`src/sv/cpr_pkg.sv`:
```
package cpr_pkg;

    localparam int PAGE_W         = 16;
    localparam int IDX_W          = 5;
    localparam int CFG_W          = 6;
    localparam int DEF_MAX_FRAMES = 32;

    localparam logic [CFG_W-1:0]  CFG_RESET = CFG_W'(32);
    localparam logic [PAGE_W-1:0] FAULT_MAX = '1;

    typedef struct packed {
        logic [PAGE_W-1:0] page_number;
        logic              restart;
    } cpr_in_t;

    typedef struct packed {
        logic              hit;
        logic [IDX_W-1:0]  frame_index;
        logic              evicted_valid;
        logic [PAGE_W-1:0] evicted_page;
        logic [PAGE_W-1:0] fault_total;
    } cpr_out_t;

    typedef enum logic [2:0] {
        ST_IDLE,
        ST_SCAN,
        ST_SWEEP,
        ST_EVICT,
        ST_FINISH
    } cpr_state_t;

endpackage

```
`src/sv/cpr_page_ram.sv`:
```
module cpr_page_ram #(
    parameter int DEPTH = 32,
    parameter int AW    = 5,
    parameter int DW    = 16
) (
    input  logic          clk,
    input  logic          wr_en,
    input  logic [AW-1:0] wr_addr,
    input  logic [DW-1:0] wr_data,
    input  logic [AW-1:0] rd_addr,
    output logic [DW-1:0] rd_data
);

    logic [DW-1:0] mem [DEPTH];
    logic [DW-1:0] rd_data_reg;

    always_ff @(posedge clk)
    begin
        if (wr_en)
        begin
            mem[wr_addr] <= wr_data;
        end
    end

    // registered read port
    always_ff @(posedge clk)
    begin
        rd_data_reg <= mem[rd_addr];
    end

    assign rd_data = rd_data_reg;

endmodule

```
`src/sv/clock_page_replacement.sv`:
```
// Clock (second-chance) page replacement over up to MAX_FRAMES frames, one
// access at a time. An access transfer names a page; the block walks the
// frames from frame 0 with a single comparator, one frame per cycle, reading
// the page store through its registered port, and the lowest active frame
// that holds the page is the hit (its use bit is set, the hand stays). On a
// miss the hand sweeps one frame per cycle, clearing set use bits, until it
// finds a clear one; that frame is read once more for the evicted page, then
// rewritten with the new page. The frame walk and the sweep both run through
// the one read port of the page store. in_stall is high from accept until the
// result is loaded into the output register; the output register holds one
// result, so a new access can be accepted while the previous result still
// waits on out_stall. active_frames (reset 32) may be written only while the
// block is idle; 0 is taken as 1 and values above MAX_FRAMES as MAX_FRAMES.
// A restart bit in an access clears all frames, use bits, the hand and the
// fault count before that access is handled.
module clock_page_replacement #(
    parameter int MAX_FRAMES = cpr_pkg::DEF_MAX_FRAMES
) (
    input  logic                        clk,
    input  logic                        rst_n,
    input  logic                        cfg_wr_en,
    input  logic [cpr_pkg::CFG_W-1:0]   cfg_wr_data,
    input  logic                        in_valid,
    output logic                        in_stall,
    input  cpr_pkg::cpr_in_t            in_data,
    output logic                        out_valid,
    input  logic                        out_stall,
    output cpr_pkg::cpr_out_t           out_data
);

    import cpr_pkg::*;

    // frame index width and active count width
    localparam int IW = (MAX_FRAMES > 1) ? $clog2(MAX_FRAMES) : 1;
    localparam int CW = $clog2(MAX_FRAMES + 1);

    cpr_state_t state_reg, state_next;

    logic [CFG_W-1:0]      active_frames_reg;
    logic [CW-1:0]         n_reg, n_next, act_count;
    logic [IW-1:0]         cmp_idx_reg, cmp_idx_next;
    logic [IW-1:0]         hand_reg, hand_next;
    logic [IW-1:0]         slot_reg, slot_next;
    logic [PAGE_W-1:0]     page_reg, page_next;
    logic [PAGE_W-1:0]     fault_reg, fault_next, fault_inc;
    logic [MAX_FRAMES-1:0] valid_reg, valid_next;
    logic [MAX_FRAMES-1:0] use_reg, use_next;
    cpr_out_t              res_reg, res_next;
    cpr_out_t              out_data_reg, out_data_next;
    logic                  out_valid_reg, out_valid_next;

    // page store port signals
    logic                  wr_en;
    logic [IW-1:0]         rd_addr;
    logic [PAGE_W-1:0]     rd_data;

    logic                  in_fire;
    logic                  match;
    logic                  scan_end;
    logic                  last_idx;

    // hand step, wrapping at the active count
    function automatic logic [IW-1:0] wrap_inc(input logic [IW-1:0] idx,
                                               input logic [CW-1:0] cnt);
        logic [CW-1:0] s;
        s = CW'(idx) + CW'(1);
        if (s == cnt)
        begin
            return '0;
        end
        return IW'(s);
    endfunction

    cpr_page_ram #(
        .DEPTH (MAX_FRAMES),
        .AW    (IW),
        .DW    (PAGE_W)
    ) u_page_ram (
        .clk     (clk),
        .wr_en   (wr_en),
        .wr_addr (slot_reg),
        .wr_data (page_reg),
        .rd_addr (rd_addr),
        .rd_data (rd_data)
    );

    // configuration register
    always_ff @(posedge clk or negedge rst_n)
    begin
        if (!rst_n)
        begin
            active_frames_reg <= CFG_RESET;
        end
        else if (cfg_wr_en)
        begin
            active_frames_reg <= cfg_wr_data;
        end
    end

    // active count: zero means one, clamp at the frame count
    always_comb
    begin
        if (active_frames_reg == '0)
        begin
            act_count = CW'(1);
        end
        else if (int'(active_frames_reg) > MAX_FRAMES)
        begin
            act_count = CW'(MAX_FRAMES);
        end
        else
        begin
            act_count = CW'(active_frames_reg);
        end
    end

    assign in_stall  = (state_reg != ST_IDLE);
    assign in_fire   = in_valid && !in_stall;
    assign match     = valid_reg[cmp_idx_reg] && (rd_data == page_reg);
    assign scan_end  = ((CW'(cmp_idx_reg) + CW'(1)) == n_reg);
    assign last_idx  = (cmp_idx_reg == IW'(MAX_FRAMES - 1));
    assign fault_inc = (fault_reg == FAULT_MAX) ? fault_reg : fault_reg + PAGE_W'(1);

    // sequencer: next state and datapath updates
    always_comb
    begin
        state_next     = state_reg;
        n_next         = n_reg;
        cmp_idx_next   = cmp_idx_reg;
        hand_next      = hand_reg;
        slot_next      = slot_reg;
        page_next      = page_reg;
        fault_next     = fault_reg;
        valid_next     = valid_reg;
        use_next       = use_reg;
        res_next       = res_reg;
        out_data_next  = out_data_reg;
        out_valid_next = out_valid_reg;
        wr_en          = 1'b0;
        rd_addr        = cmp_idx_reg;

        // result taken downstream
        if (out_valid_reg && !out_stall)
        begin
            out_valid_next = 1'b0;
        end

        unique case (state_reg)
            ST_IDLE:
            begin
                // prime the store read for frame 0
                rd_addr = '0;
                if (in_fire)
                begin
                    page_next    = in_data.page_number;
                    n_next       = act_count;
                    cmp_idx_next = '0;
                    if (in_data.restart)
                    begin
                        valid_next = '0;
                        use_next   = '0;
                        hand_next  = '0;
                        fault_next = '0;
                    end
                    state_next = ST_SCAN;
                end
            end

            ST_SCAN:
            begin
                // read ahead one frame while comparing the current one
                rd_addr = last_idx ? '0 : cmp_idx_reg + IW'(1);
                if (match)
                begin
                    use_next[cmp_idx_reg]  = 1'b1;
                    res_next.hit           = 1'b1;
                    res_next.frame_index   = IDX_W'(cmp_idx_reg);
                    res_next.evicted_valid = 1'b0;
                    res_next.evicted_page  = '0;
                    res_next.fault_total   = fault_reg;
                    state_next             = ST_FINISH;
                end
                else if (scan_end)
                begin
                    // hand left behind by a shrunk count restarts at frame 0
                    if (CW'(hand_reg) >= n_reg)
                    begin
                        hand_next = '0;
                    end
                    state_next = ST_SWEEP;
                end
                else
                begin
                    cmp_idx_next = cmp_idx_reg + IW'(1);
                end
            end

            ST_SWEEP:
            begin
                rd_addr = hand_reg;
                if (use_reg[hand_reg])
                begin
                    // second chance
                    use_next[hand_reg] = 1'b0;
                    hand_next          = wrap_inc(hand_reg, n_reg);
                end
                else
                begin
                    slot_next  = hand_reg;
                    state_next = ST_EVICT;
                end
            end

            ST_EVICT:
            begin
                // rd_data holds the victim frame's page
                rd_addr                = slot_reg;
                wr_en                  = 1'b1;
                valid_next[slot_reg]   = 1'b1;
                use_next[slot_reg]     = 1'b1;
                hand_next              = wrap_inc(slot_reg, n_reg);
                fault_next             = fault_inc;
                res_next.hit           = 1'b0;
                res_next.frame_index   = IDX_W'(slot_reg);
                res_next.evicted_valid = valid_reg[slot_reg];
                res_next.evicted_page  = valid_reg[slot_reg] ? rd_data : '0;
                res_next.fault_total   = fault_inc;
                state_next             = ST_FINISH;
            end

            ST_FINISH:
            begin
                if (!out_valid_reg || !out_stall)
                begin
                    out_valid_next = 1'b1;
                    out_data_next  = res_reg;
                    state_next     = ST_IDLE;
                end
            end

            default:
            begin
                state_next = ST_IDLE;
            end
        endcase
    end

    always_ff @(posedge clk or negedge rst_n)
    begin
        if (!rst_n)
        begin
            state_reg <= ST_IDLE;
        end
        else
        begin
            state_reg <= state_next;
        end
    end

    // control state
    always_ff @(posedge clk or negedge rst_n)
    begin
        if (!rst_n)
        begin
            n_reg         <= CW'(1);
            cmp_idx_reg   <= '0;
            hand_reg      <= '0;
            fault_reg     <= '0;
            valid_reg     <= '0;
            use_reg       <= '0;
            out_valid_reg <= 1'b0;
        end
        else
        begin
            n_reg         <= n_next;
            cmp_idx_reg   <= cmp_idx_next;
            hand_reg      <= hand_next;
            fault_reg     <= fault_next;
            valid_reg     <= valid_next;
            use_reg       <= use_next;
            out_valid_reg <= out_valid_next;
        end
    end

    // payload registers
    always_ff @(posedge clk)
    begin
        slot_reg     <= slot_next;
        page_reg     <= page_next;
        res_reg      <= res_next;
        out_data_reg <= out_data_next;
    end

    assign out_valid = out_valid_reg;
    assign out_data  = out_data_reg;

endmodule
```
`config.mk`:
```
export PLATFORM = sky130hd
export DESIGN_NAME = clock_page_replacement
export DESIGN_NICKNAME = d
export VERILOG_FILES = /design/src/sv/cpr_pkg.sv /design/src/sv/cpr_page_ram.sv /design/src/sv/clock_page_replacement.sv
export SDC_FILE = /design/constraint.sdc
export NUM_CORES = 1
export LEC_CHECK = 0
export BUFFER_PORTS_ARGS = -buffer_cell sky130_fd_sc_hd__buf_2
export CAP_MARGIN = 10
export CORE_ASPECT_RATIO = 1.2
export CORE_UTILIZATION = 40
export DETAILED_ROUTE_END_ITERATION = 12
export GPL_ROUTABILITY_DRIVEN = 0
export GPL_TIMING_DRIVEN = 0
export HOLD_SLACK_MARGIN = 0.06
export SYNTH_ARGS = -nofsm -noshare
export SYNTH_HDL_FRONTEND = slang
export SYNTH_SLANG_ARGS = --single-unit
```
`constraint.sdc`:
```
create_clock -name clk -period 6 [get_ports clk]
set_clock_uncertainty 0.2 [all_clocks]
set_input_delay 0.3 -clock clk [delete_from_list [all_inputs] [get_ports clk]]
set_output_delay 0.3 -clock clk [all_outputs]
set_load 0.05 [all_outputs]
```
==> results.json <==
{
  "status": "completed",
  "required_ns": 6.28,
  "rows": 111,
  "path_buf_inv": 2,
  "synth_area_leaders": "edfxtp_1 59%, dfrtp_1 8.3%, nand2_1 6.2%",
  "period_minus_slack_ns": 4.986,
  "syn_inst": 2369,
  "grt_remaining_overflow": 0,
  "cp_cell_sequence": "ha_1, buf_2, nand2_1, nor2_1, ha_1, nor3b_2, a22oi_1, o22a_1, clkbuf_1, a311oi_1, a222oi_1, a2bb2oi_1, o21ai_1",
  "cts_buffer_depth": 3,
  "hpwl_mm": 66.54,
  "die_w_um": 256.9,
  "path_clk_slew_ns": 0.06,
  "viasPerCell": 5.802,
  "total_power_uw": 17390,
  "htreeDepth": 3,
  "dp_slack_ns": 1.145,
  "drive_gt1_frac": 0.1567,
  "largest_register_ffs": 512,
  "clock_latency_ns": 0.63,
  "rsz0062_at_grt": "false",
  "tightestPinTransition_ns": 1.133,
  "final_cells": 3684,
  "fill_cells": 6683,
  "crit_fanout": 11,
  "ir_worst_vdd_mv": 0.2856,
  "drt_iter0_markers": 2241,
  "wl_per_cell_um": 25.18,
  "arrival_ns": 5.26,
  "worst-r2r-setup-slack_ns": 1.01,
  "fp.dieArea_mm2": 0.07907,
  "synth.avg_cell_area_um2": 13.16,
  "path_common_cell": "ha_1",
  "hold_class": "in -> async",
  "critPathLaunchType": "flop",
  "netlist_area_mm2": 0.03118,
  "slew_headroom": 0.2394,
  "firstDrtPassIters": 8,
  "hold_ws_ns": 0.09263,
  "grt_pass1_wl_mm": 137.0,
  "ctsResizeCount": 0,
  "synthArstFlopShare": 0.1446,
  "endpoint_kind": "flop",
  "cts_tree": "yes",
  "syn-num-nets": 2416,
  "placed_area_mm2": 0.03412,
  "setup_viol": 0,
  "area_growth_pct": 18.17,
  "critPathTopFamily": "compound AO/OA/AOI/OAI gates",
  "start_util": 0.4060,
  "drcViolationCount": 0,
  "clock-sinks": 733,
  "die_y_um": 307.8,
  "ys_warn_count": 0,
  "ctsHoldBuffers": 32,
  "synth_edf_count": 611,
  "period_share": 0.8310,
  "power.density_mw_per_mm2": 472.1,
  "crit_type": "reg -> reg",
  "synthFlopType": "edfxtp_1",
  "yosysSeqAreaShare": 0.6839,
  "grt_pass1_vias": 21140,
  "io_pins": 69,
  "ant_nets": 0,
  "num_antenna_cells": 0,
  "maxCapViolations": 0,
  "cts-root-buf": "clkbuf_16",
  "io_buffers": 67,
  "vias": 21380,
  "cts_buffers": 76,
  "synth_cell_types": 87,
  "yosysTopAreaCellShare": 0.5885,
  "ys_top_cells_by_count": "611 x edfxtp_1, 514 x nand2_1, 104 x dfrtp_1",
  "slowest_delay_ns": 0.70,
  "dpl.cell_count": 3512,
  "finalNetCount": 2654,
  "final_hold_viol_count": 0,
  "maxSlewViolCount": 0,
  "grt_max_degree": 55,
  "synth-seq-cells": 733,
  "routed_wl_mm": 92.78,
  "design_area_mm2": 0.03685,
  "cp_slowest_cell": "a222oi_1",
  "max_clock_freq_mhz": 200.6,
  "grtUsageTotal": 0.2341,
  "fin_ws_ns": 1.014,
  "yosys.area.top_type": "edfxtp_1",
  "antenna_found_initial": 1,
  "core_mm2": 0.07680,
  "post-cts-setup-buffers": 0,
  "p_leak_uw": 0.01322,
  "synth_most_common_cell": "edfxtp_1"
}
[metrics by stage]
stage | utilization | setup TNS [ns]
after floorplan | - | 0
after global placement | 0.4269 | -99.24
after detailed placement | 0.4443 | 0
after CTS | 0.4790 | 0
after global routing | 0.4797 | 0
final | 0.4797 | 0
[worst register-to-register path, cell delays in order, from the launching register on]
cell	delay, ns
dfrtp_1	0.59
ha_1	0.22
buf_2	0.28
nand2_1	0.13
nor2_1	0.10
ha_1	0.27
nor3b_2	0.11
a22oi_1	0.28
o22a_1	0.43
clkbuf_1	0.62
a311oi_1	0.33
a222oi_1	0.71
a2bb2oi_1	0.41
o21ai_1	0.18
[cell type report]
cell class | instances | area (um^2) | share of cell area
buffer | 148 | 693.2 | 0.01881
clock buffer | 97 | 2023 | 0.05491
clock inverter | 41 | 326.6 | 0.008863
inverter | 56 | 210.2 | 0.005705
multi-input combinational | 1432 | 9055 | 0.2458
sequential | 733 | 21320 | 0.5787
tap | 1017 | 1272 | 0.03454
timing repair buffer | 160 | 1942 | 0.05270
[layer usage]
| metal | routed length, um | vias to the layer above | share of wire | GRT usage |
|---|---|---|---|---|
| li1 | - | 9400 | - | - |
| met1 | 35000 | 10630 | 0.38 | 0.2883 |
| met2 | 45710 | 1094 | 0.49 | 0.3975 |
| met3 | 6586 | 256 | 0.071 | 0.02930 |
| met4 | 5479 | 0 | 0.059 | 0.1343 |
| met5 | 0 | - | 0 | 0 |
[final timing paths]
kind,start,end,depth (start not counted)
worst max-delay path,cmp_idx_reg[1],u_page_ram.rd_data[11],13
worst max register to register,cmp_idx_reg[1],u_page_ram.rd_data[11],13
max in group asynchronous,rst_n,n_reg[0],3
min in group clk,in_data[10],page_reg[9],2
worst min register to register,res_reg[11],out_data[11],0
worst min-delay path,rst_n,use_reg[0],2
[where the power goes]
part / internal, uW / switching, uW / leakage [uW]
combinational: 2070 / 4610 / 0.00500
sequential: 5920 / 270 / 0.00708
clock: 2570 / 1960 / 0.00114
[logic make-up after synthesis]
| family | after synthesis | share of synthesized area |
|---|---|---|
| AND/OR/NAND/NOR | 852 | 0.1217 |
| flip-flops | 733 | 0.6839 |
| AO/OA/AOI/OAI | 433 | 0.1076 |
| buffers and inverters | 204 | 0.02897 |
| multiplexers | 85 | 0.03808 |
| XOR/XNOR | 43 | 0.01208 |
| adder cells (fa/ha/maj) | 19 | 0.007625 |
[cells in the final DEF, fill, tap and decap left out, types with 55 or more instances in the layout]
master	n
edfxtp_1	611
a31oi_1	55
and3_1	59
clkbuf_16	78
nor3_1	64
dfrtp_1	104
buf_2	107
clkbuf_1	88
nand2_1	514
(Power assumes the default switching activity.)
